$ cat config.mk
export PLATFORM = sky130hd
export DESIGN_NAME = composite_key_priority_queue
export DESIGN_NICKNAME = d
export VERILOG_FILES = /design/src/rtl/ckpq_pkg.sv /design/src/rtl/ckpq_beats.sv /design/src/rtl/composite_key_priority_queue.sv
export SDC_FILE = /design/constraint.sdc
export NUM_CORES = 2
export LEC_CHECK = 0
export BUFFER_PORTS_ARGS = -buffer_cell sky130_fd_sc_hd__buf_4
export CELL_PAD_IN_SITES_DETAIL_PLACEMENT = 2
export CELL_PAD_IN_SITES_GLOBAL_PLACEMENT = 2
export CORE_MARGIN = 1.5
export CORE_UTILIZATION = 54
export DETAILED_ROUTE_END_ITERATION = 10
export GPL_TIMING_DRIVEN = 0
export PLACE_DENSITY = 0.86
export SYNTH_ARGS = -nofsm -noshare
export SYNTH_HDL_FRONTEND = slang
export SYNTH_SLANG_ARGS = --single-unit
export TNS_END_PERCENT = 30
$ cat constraint.sdc
create_clock -name clk -period 7.25 [get_ports clk]
set_input_delay 0.3625 -clock clk [delete_from_list [all_inputs] [get_ports clk]]
set_output_delay 0.3625 -clock clk [all_outputs]
set_load 0.05 [all_outputs]
$ cat src/rtl/ckpq_pkg.sv
// ckpq_pkg: shared types and codes for the composite-key priority queue.
// Used by ckpq_beats and composite_key_priority_queue; depends on nothing.

package ckpq_pkg;

    // Operation codes carried in a request transaction
    typedef enum logic [1:0] {
        OP_INSERT = 2'd0,
        OP_LOAD   = 2'd1,
        OP_REMOVE = 2'd2,
        OP_CLEAR  = 2'd3
    } op_t;

    // Completion status carried in a response transaction
    typedef enum logic [1:0] {
        ST_OK    = 2'd0,
        ST_EMPTY = 2'd1,
        ST_FULL  = 2'd2
    } status_t;

    localparam int ID_W  = 16;
    localparam int AGE_W = 7;
    localparam int PRI_W = 8;
    localparam int OCC_W = 7;

    localparam logic [ID_W-1:0] ID_MAX   = '1;
    localparam logic [ID_W-1:0] ID_FIRST = ID_W'(1);

    typedef struct packed {
        op_t              operation;
        logic [ID_W-1:0]  given_id;
        logic [AGE_W-1:0] age;
        logic [PRI_W-1:0] priority_req;
    } req_t;

    typedef struct packed {
        status_t          status;
        logic [ID_W-1:0]  out_id;
        logic [AGE_W-1:0] out_age;
        logic [PRI_W-1:0] out_priority;
        logic [OCC_W-1:0] occupancy;
    } rsp_t;

    // One stored entry
    typedef struct packed {
        logic [ID_W-1:0]  id;
        logic [AGE_W-1:0] age;
        logic [PRI_W-1:0] pri;
    } entry_t;

endpackage

$ cat src/rtl/ckpq_beats.sv
// ckpq_beats: composite-key comparator shared by the scan sequencer.
// Depends on ckpq_pkg (entry_t).

module ckpq_beats
(
    input  ckpq_pkg::entry_t cand,
    input  ckpq_pkg::entry_t best,
    output logic             cand_wins
);

    // Lower priority first, then higher age, then lower id; a full tie keeps best
    always_comb
    begin
        if (cand.pri != best.pri)
            cand_wins = (cand.pri < best.pri);
        else if (cand.age != best.age)
            cand_wins = (cand.age > best.age);
        else
            cand_wins = (cand.id < best.id);
    end

endmodule

$ cat src/rtl/composite_key_priority_queue.sv
// composite_key_priority_queue: priority queue with linear-scan extract-min.
// Depends on ckpq_pkg and ckpq_beats.
//
//   channel | valid     | stall     | payload          | direction
//   --------+-----------+-----------+------------------+----------
//   request | req_valid | req_stall | req (req_t)      | in
//   reply   | rsp_valid | rsp_stall | rsp (rsp_t)      | out
//
// Insert, load and clear pass through S_EXEC to S_POST, which loads the reply register
// once it is free. Remove makes two passes over the N stored entries: a pass of the
// entry memory finds the best, a pass from it copies each later entry down one slot,
// with one read and one write per cycle. Reset empties the queue, sets the next id
// to 1 and leaves entry memory as is. A request is taken only while idle; a reply
// held by rsp_stall does not block it, but the next reply waits for it.

module composite_key_priority_queue
#(
    parameter int CAPACITY = 64
)
(
    input  logic             clk,
    input  logic             rst_n,
    input  logic             req_valid,
    output logic             req_stall,
    input  ckpq_pkg::req_t   req,
    output logic             rsp_valid,
    input  logic             rsp_stall,
    output ckpq_pkg::rsp_t   rsp
);

    localparam int IDX_W = (CAPACITY > 1) ? $clog2(CAPACITY) : 1;
    localparam int CNT_W = $clog2(CAPACITY + 1);
    localparam logic [CNT_W-1:0] CNT_FULL = CNT_W'(CAPACITY);
    localparam logic [CNT_W-1:0] CNT_ONE  = CNT_W'(1);

    typedef enum logic [2:0] {
        S_IDLE,
        S_EXEC,
        S_SCAN,
        S_SHIFT,
        S_POST
    } state_t;

    state_t                          state_reg;
    ckpq_pkg::req_t                  req_reg;
    ckpq_pkg::rsp_t                  result_reg;
    ckpq_pkg::rsp_t                  rsp_reg;
    logic                            rsp_valid_reg;
    logic [CNT_W-1:0]                count_reg;
    logic [ckpq_pkg::ID_W-1:0]       next_id_reg;
    logic [CNT_W-1:0]                rd_idx_reg;
    logic                            pend_reg;
    logic [CNT_W-1:0]                pend_idx_reg;
    ckpq_pkg::entry_t                best_reg;
    logic [IDX_W-1:0]                best_idx_reg;

    // Entry memory: one write and one registered read per cycle
    ckpq_pkg::entry_t                mem [CAPACITY];
    ckpq_pkg::entry_t                rd_data_reg;
    logic                            mem_we;
    logic [IDX_W-1:0]                mem_waddr;
    ckpq_pkg::entry_t                mem_wdata;
    logic [IDX_W-1:0]                mem_raddr;

    logic                            req_fire;
    logic                            rsp_free;
    logic                            issue;
    logic                            cand_wins;
    logic                            take;
    ckpq_pkg::entry_t                best_upd;
    logic [IDX_W-1:0]                best_idx_upd;
    logic [ckpq_pkg::ID_W-1:0]       new_id;
    ckpq_pkg::entry_t                new_entry;

    // Reply word for a finished operation
    function automatic ckpq_pkg::rsp_t pack_rsp(ckpq_pkg::status_t st, ckpq_pkg::entry_t e,
                                                logic [CNT_W-1:0] occ);
        ckpq_pkg::rsp_t r;
        r.status       = st;
        r.out_id       = e.id;
        r.out_age      = e.age;
        r.out_priority = e.pri;
        r.occupancy    = ckpq_pkg::OCC_W'(occ);
        return r;
    endfunction

    assign req_stall = (state_reg != S_IDLE);
    assign req_fire  = req_valid && !req_stall;
    assign rsp_valid = rsp_valid_reg;
    assign rsp       = rsp_reg;
    assign rsp_free  = !rsp_valid_reg || !rsp_stall;

    assign issue     = (rd_idx_reg < count_reg);
    assign mem_raddr = rd_idx_reg[IDX_W-1:0];

    // Entry built by insert or load
    assign new_id = (req_reg.operation == ckpq_pkg::OP_INSERT) ? next_id_reg
                                                               : req_reg.given_id;
    assign new_entry = '{id: new_id, age: req_reg.age, pri: req_reg.priority_req};

    // Shared comparator: the entry just read against the best so far
    ckpq_beats u_beats
    (
        .cand      (rd_data_reg),
        .best      (best_reg),
        .cand_wins (cand_wins)
    );

    assign take         = (pend_idx_reg == '0) || cand_wins;
    assign best_upd     = take ? rd_data_reg : best_reg;
    assign best_idx_upd = take ? pend_idx_reg[IDX_W-1:0] : best_idx_reg;

    // Memory write select
    always_comb
    begin
        mem_we    = 1'b0;
        mem_waddr = count_reg[IDX_W-1:0];
        mem_wdata = new_entry;
        if (state_reg == S_EXEC)
        begin
            mem_we = ((req_reg.operation == ckpq_pkg::OP_INSERT) ||
                      (req_reg.operation == ckpq_pkg::OP_LOAD)) &&
                     (count_reg != CNT_FULL);
        end
        else if (state_reg == S_SHIFT)
        begin
            mem_we    = pend_reg;
            mem_waddr = IDX_W'(pend_idx_reg - CNT_ONE);
            mem_wdata = rd_data_reg;
        end
    end

    always_ff @(posedge clk)
    begin
        if (mem_we)
            mem[mem_waddr] <= mem_wdata;
        rd_data_reg <= mem[mem_raddr];
    end

    // Sequencer, counters and reply register
    always_ff @(posedge clk or negedge rst_n)
    begin
        if (!rst_n)
        begin
            state_reg     <= S_IDLE;
            req_reg       <= '0;
            result_reg    <= '0;
            rsp_reg       <= '0;
            rsp_valid_reg <= 1'b0;
            count_reg     <= '0;
            next_id_reg   <= ckpq_pkg::ID_FIRST;
            rd_idx_reg    <= '0;
            pend_reg      <= 1'b0;
            pend_idx_reg  <= '0;
            best_reg      <= '0;
            best_idx_reg  <= '0;
        end
        else
        begin
            // Reply valid: set when a result is handed over, cleared when taken
            if ((state_reg == S_POST) && rsp_free)
                rsp_valid_reg <= 1'b1;
            else if (rsp_valid_reg && !rsp_stall)
                rsp_valid_reg <= 1'b0;

            unique case (state_reg)
                S_IDLE:
                begin
                    if (req_fire)
                    begin
                        req_reg   <= req;
                        state_reg <= S_EXEC;
                    end
                end

                S_EXEC:
                begin
                    unique case (req_reg.operation)
                        ckpq_pkg::OP_INSERT,
                        ckpq_pkg::OP_LOAD:
                        begin
                            state_reg <= S_POST;
                            if (count_reg == CNT_FULL)
                            begin
                                result_reg <= pack_rsp(ckpq_pkg::ST_FULL, '0, count_reg);
                            end
                            else
                            begin
                                count_reg <= count_reg + CNT_ONE;
                                if (new_id >= next_id_reg)
                                    next_id_reg <= (new_id == ckpq_pkg::ID_MAX) ?
                                                   ckpq_pkg::ID_MAX :
                                                   new_id + ckpq_pkg::ID_W'(1);
                                result_reg <= pack_rsp(ckpq_pkg::ST_OK, new_entry,
                                                       count_reg + CNT_ONE);
                            end
                        end
                        ckpq_pkg::OP_REMOVE:
                        begin
                            if (count_reg == '0)
                            begin
                                result_reg <= pack_rsp(ckpq_pkg::ST_EMPTY, '0, '0);
                                state_reg  <= S_POST;
                            end
                            else
                            begin
                                rd_idx_reg <= '0;
                                pend_reg   <= 1'b0;
                                state_reg  <= S_SCAN;
                            end
                        end
                        ckpq_pkg::OP_CLEAR:
                        begin
                            count_reg  <= '0;
                            result_reg <= pack_rsp(ckpq_pkg::ST_OK, '0, '0);
                            state_reg  <= S_POST;
                        end
                        default:
                        begin
                            result_reg <= '0;
                            state_reg  <= S_POST;
                        end
                    endcase
                end

                // Pass 1: read every entry, keep the best
                S_SCAN:
                begin
                    pend_idx_reg <= rd_idx_reg;
                    if (pend_reg)
                    begin
                        best_reg     <= best_upd;
                        best_idx_reg <= best_idx_upd;
                    end
                    if (pend_reg && (pend_idx_reg == count_reg - CNT_ONE))
                    begin
                        rd_idx_reg <= CNT_W'(best_idx_upd) + CNT_ONE;
                        pend_reg   <= 1'b0;
                        state_reg  <= S_SHIFT;
                    end
                    else
                    begin
                        pend_reg <= issue;
                        if (issue)
                            rd_idx_reg <= rd_idx_reg + CNT_ONE;
                    end
                end

                // Pass 2: copy each later entry down one slot
                S_SHIFT:
                begin
                    pend_reg     <= issue;
                    pend_idx_reg <= rd_idx_reg;
                    if (issue)
                        rd_idx_reg <= rd_idx_reg + CNT_ONE;
                    if (!issue && !pend_reg)
                    begin
                        count_reg  <= count_reg - CNT_ONE;
                        result_reg <= pack_rsp(ckpq_pkg::ST_OK, best_reg,
                                               count_reg - CNT_ONE);
                        state_reg  <= S_POST;
                    end
                end

                // Hand the result to the reply register once it is free
                S_POST:
                begin
                    if (rsp_free)
                    begin
                        rsp_reg   <= result_reg;
                        state_reg <= S_IDLE;
                    end
                end

                default:
                begin
                    state_reg <= S_IDLE;
                end
            endcase
        end
    end

endmodule
==> reports/metrics.yaml, run 1 <==
synth_xor_area_share_pct: 0.3478
async_flop_share_pct: 8.700
numPortBuffers: 78
initial_core_util_pct: 54.28
synth_compound_gate_area_share_pct: 2.751
dp_hpwl_um: 250700
synth_top_family_by_area: "multiplexers"
synthCells: 4299
core.rowCount: 147
ys_seq_elements: 2207
chipWidth_um: 404.5
synth_nets: 4395
synthAdderAreaFrac_pct: 0.8480
error_line: "[ERROR DPL-0033] detailed placement checks failed during check placement."
gp_congestion: 0.8717
status: "aborted with a tool error"
synth.distinct_cells: 69
haltStage: "detailed placement"
die_y_um: 404.5
synth_flop_cell: "edfxtp_1"
syn-cell-area_mm2: 0.08706
ios: 79
synth_seq_area_share_pct: 74.67
syn_avg_cell_area_um2: 20.25
synth_enable_flop_cells: 1984
synthMuxAreaShare_pct: 17.57
synth_warnings: 0
synth-simple-area-share_pct: 2.338
## metrics by stage
stage,std cells,setup TNS [ns]
floorplan,4299,0
global placement,6537,-567.02
## synthesized netlist by cell type (all sizes together), types with 36 or more instances
library cell / instances / share of area, %
dfrtp: 191 / 5.5
o221ai: 39 / 0.39
a21oi: 186 / 1.1
clkbuf: 120 / 0.52
o22ai: 36 / 0.26
o21ai: 71 / 0.41
buf: 103 / 0.61
mux2i: 124 / 1.4
mux4: 546 / 14
edfxtp: 1984 / 68
nor3: 38 / 0.22
inv: 81 / 0.35
nand2: 167 / 0.72
ha: 59 / 0.85
nor2: 185 / 0.82
mux2: 156 / 2.0
## cells by family after synthesis
kind of cell,count (synthesis)
DFF,2207
and+or+nand+nor,470
xor gates and xnor gates,33
buffers and inverters,304
AOI/OAI and AO/OA,400
adders and majority gates,59
muxes,826
==> run 2: changes to the inputs <==
- CELL_PAD_IN_SITES_DETAIL_PLACEMENT: 2 -> not set
- CELL_PAD_IN_SITES_GLOBAL_PLACEMENT: 2 -> not set
- CORE_UTILIZATION: 54 -> 40
- PLACE_DENSITY: 0.86 -> not set
- PLACE_DENSITY_LB_ADDON: not set -> 0.15
==> run 2 against run 1 <==
The flow now finishes, with violations (capacitance limit, slew limit). Area after synthesis stayed put. Synthesized cell count stayed put.
==> reports/metrics.yaml, run 2 <==
gp_congestion: 0.8630  # was 0.8717
grt_use_total_pct: 23.06
cts.path.max_buffers: 3
drt-total-wl_um: 254400
root_buffer: "clkbuf_16"
finalSetupViolations: 0
nFillCells: 18028
synth_enable_flop_cells: 1984  # unchanged
maxSlewHeadroom_pct: -3.469
routedWlPerCell_um: 32.59
critPathArrivalTime_ns: 6.42
grt_first_pass_wirelength_um: 355500
path_max_fanout: 10
antenna_found_initial: 24
grt_setup_unrepaired: "no"
synth_top_cell_area_share_pct: 68.43  # unchanged
drtAntennaViolNets: 0
synth_seq_area_share_pct: 74.67  # unchanged
cts.sinks: 2207
max_freq_mhz: 177.8
cts_tree: "yes"
finalCritPeriodShare_pct: 77.56
yosys-top-cells-area: "edfxtp_1 68%, mux4_2 14%, dfrtp_1 5.5%, mux2_2 2.0%, mux2i_1 1.4%"  # unchanged
layout_common_cells: "1984 x edfxtp_1, 546 x mux4_2, 227 x clkbuf_16"
die_y_um: 469.5  # was 404.5 µm
async_flop_share_pct: 8.700  # unchanged
ys_seq_elements: 2207  # unchanged
timing_worst_setup_path_type: "flop to flop"
dr.pass1.iters: 6
ctsResizeCount: 0
p_total_mw: 44.40
grt_max_degree: 73
htreeDepth: 4
grt_pass1_vias: 45165
dieArea_mm2: 0.2204
violations: "capacitance limit, slew limit"
cts-buffers-inserted: 223
drc_errors: 0
synth_warnings: 0  # unchanged
numPortBuffers: 78  # unchanged
syn_avg_cell_area_um2: 20.25  # unchanged
area_delta_synth_final_pct: 16.76
nets: 4839
drive_above_1_share_pct: 27.67
initial_core_util_pct: 40.17  # was 54.28%
critPathMaxStageDelay_ns: 1.16
dp_hpwl_um: 176100  # was 250700 µm
chipWidth_um: 469.5  # was 404.5 µm
crit_slowest_cell: "a21oi_1"
clock_latency_ns: 0.87
status: "complete, but fails checks"  # was aborted with a tool error
final_util_pct: 46.90
reg2regPathDepth: 8
synth_flop_cell: "edfxtp_1"  # unchanged
largest_register_ffs: 1984
vias: 44586
cpMostUsedCell: "clkbuf_1"
synth.most_common_cell: "edfxtp_1"  # unchanged
clk_pin_slew_worst_paths_ns: 0.06
period_minus_slack_ns: 5.623
ir_worst_vdd_uv: 303.6
grt-ovfl-total: 0
synthCells: 4299  # unchanged
yosysTopAreaCell: "edfxtp_1"  # unchanged
p_per_area_mw_per_mm2: 436.8
p_leak_nw: 32.66
worst-slew-pin-transition_ns: 1.552
worstPathRequired_ns: 8.05
core.rowCount: 171  # was 147
synth_nets: 4395  # unchanged
post-cts-setup-buffers: 0
crit_path_cell_trace: "buf_2 > clkbuf_1 > clkbuf_1 > clkbuf_1 > mux4_2 > o22ai_1 > a21oi_1 > mux4_2"
clock_skew_ns: 0.02856
crit_path_start_kind: "flop"
syn-cell-area_mm2: 0.08706  # unchanged
place_inst: 7335
r2r-end: "rd_data_reg[7]"
ctsHoldBuffers: 37
ff2ff_setup_slack_ns: 1.63
min_path_type: "primary input to asynchronous set/reset pin"
slew_violations: 6
crit_family: "buffers and inverters"
routed_via_density: 5.711
stdcell_count: 7807
endpoint_kind: "flop"
drt_iter0_markers: 5333
core_area_mm2: 0.2167
synth_common_cells: "1984 x edfxtp_1, 546 x mux4_2, 191 x dfrtp_1"  # unchanged
ios: 79  # unchanged
cp_num_buf_inv: 4
hold_viol: 0
cap_violations: 3
reg2reg_from: "rd_idx_reg[1]"
finalSetupTns_ns: 0
synth.distinct_cells: 69  # unchanged
layout_commonest_cell: "edfxtp_1"
[run 2: layout make-up]
class / count / area [µm²] / share of cell area, %
clock buffer: 291 / 5991 / 5.894
timing repair buffer: 219 / 3268 / 3.215
tap: 2854 / 3571 / 3.513
clock inverter: 121 / 928.4 / 0.9133
inverter: 81 / 304.0 / 0.2991
antenna: 23 / 57.56 / 0.05662
sequential: 2207 / 65000 / 63.95
buffer: 223 / 987.2 / 0.9712
multi-input combinational: 1788 / 21540 / 21.19
[run 2: how the worst max path moves through the flow]
| stage | start | endpoint | slack [ns] | depth (start not counted) |
|---|---|---|---|---|
| after detailed placement | rd_idx_reg[1] | rd_data_reg[5] | 1.74 | 8 |
| after global routing | rd_idx_reg[1] | rd_data_reg[9] | 1.73 | 8 |
| after CTS | rd_idx_reg[1] | rd_data_reg[5] | 1.72 | 8 |
| after global placement | state_reg[0] | mem[36][8] | -3.74 | 8 |
| final | rd_idx_reg[1] | rd_data_reg[7] | 1.63 | 8 |
| after floorplan | state_reg[0] | mem[0][0] | 2.31 | 8 |
[run 2: cell families (layout without fill, tap and decap cells)]
family / after synthesis / count (layout) / share of synthesized area [%]
muxes: 826 / 826 / 17.57
other: 0 / 23 / 0
AOI/OAI and AO/OA: 400 / 400 / 2.751
buffers and inverters: 304 / 935 / 1.479
and+or+nand+nor: 470 / 470 / 2.338
DFF: 2207 / 2207 / 74.67
xor gates and xnor gates: 33 / 33 / 0.3478
adders and majority gates: 59 / 59 / 0.8480
[run 2: tightest hold or removal path, delay by kind of cell]
family                 cells  cell delay (ns)
buffers and inverters      3             0.96
[run 2: routing by layer]
metal  wire, µm  global-route usage [%]  vias to the layer above  share of wire, %
met3      16430                   3.970                      330               6.5
met2     122400                   37.36                     1569                48
met4       7169                   6.767                        4               2.8
li1           -                       -                    18556                 -
met1     108400                   32.08                    24127                43
met5         28                       0                        -             0.011
[run 2: report_power, final]
group	total [mW]	switching, mW	internal (mW)
sequential	17.7	0.480	17.2
combinational	15.7	10.4	5.25
clock	11.1	4.87	6.18
[run 2: metrics by stage]
step / hold slack (ns) / cell area, µm² / setup slack [ns]
after floorplan: 0.06691 / 87060 / 2.313
after global placement: 0.4652 / 91210 / -3.739
after detailed placement: 0.3139 / 94280 / 1.738
after CTS: 0.04805 / 101600 / 1.723
after global routing: 0.08705 / 101600 / 1.727
final: 0.08568 / 101600 / 1.627
Power figures use the tool's default switching activity.
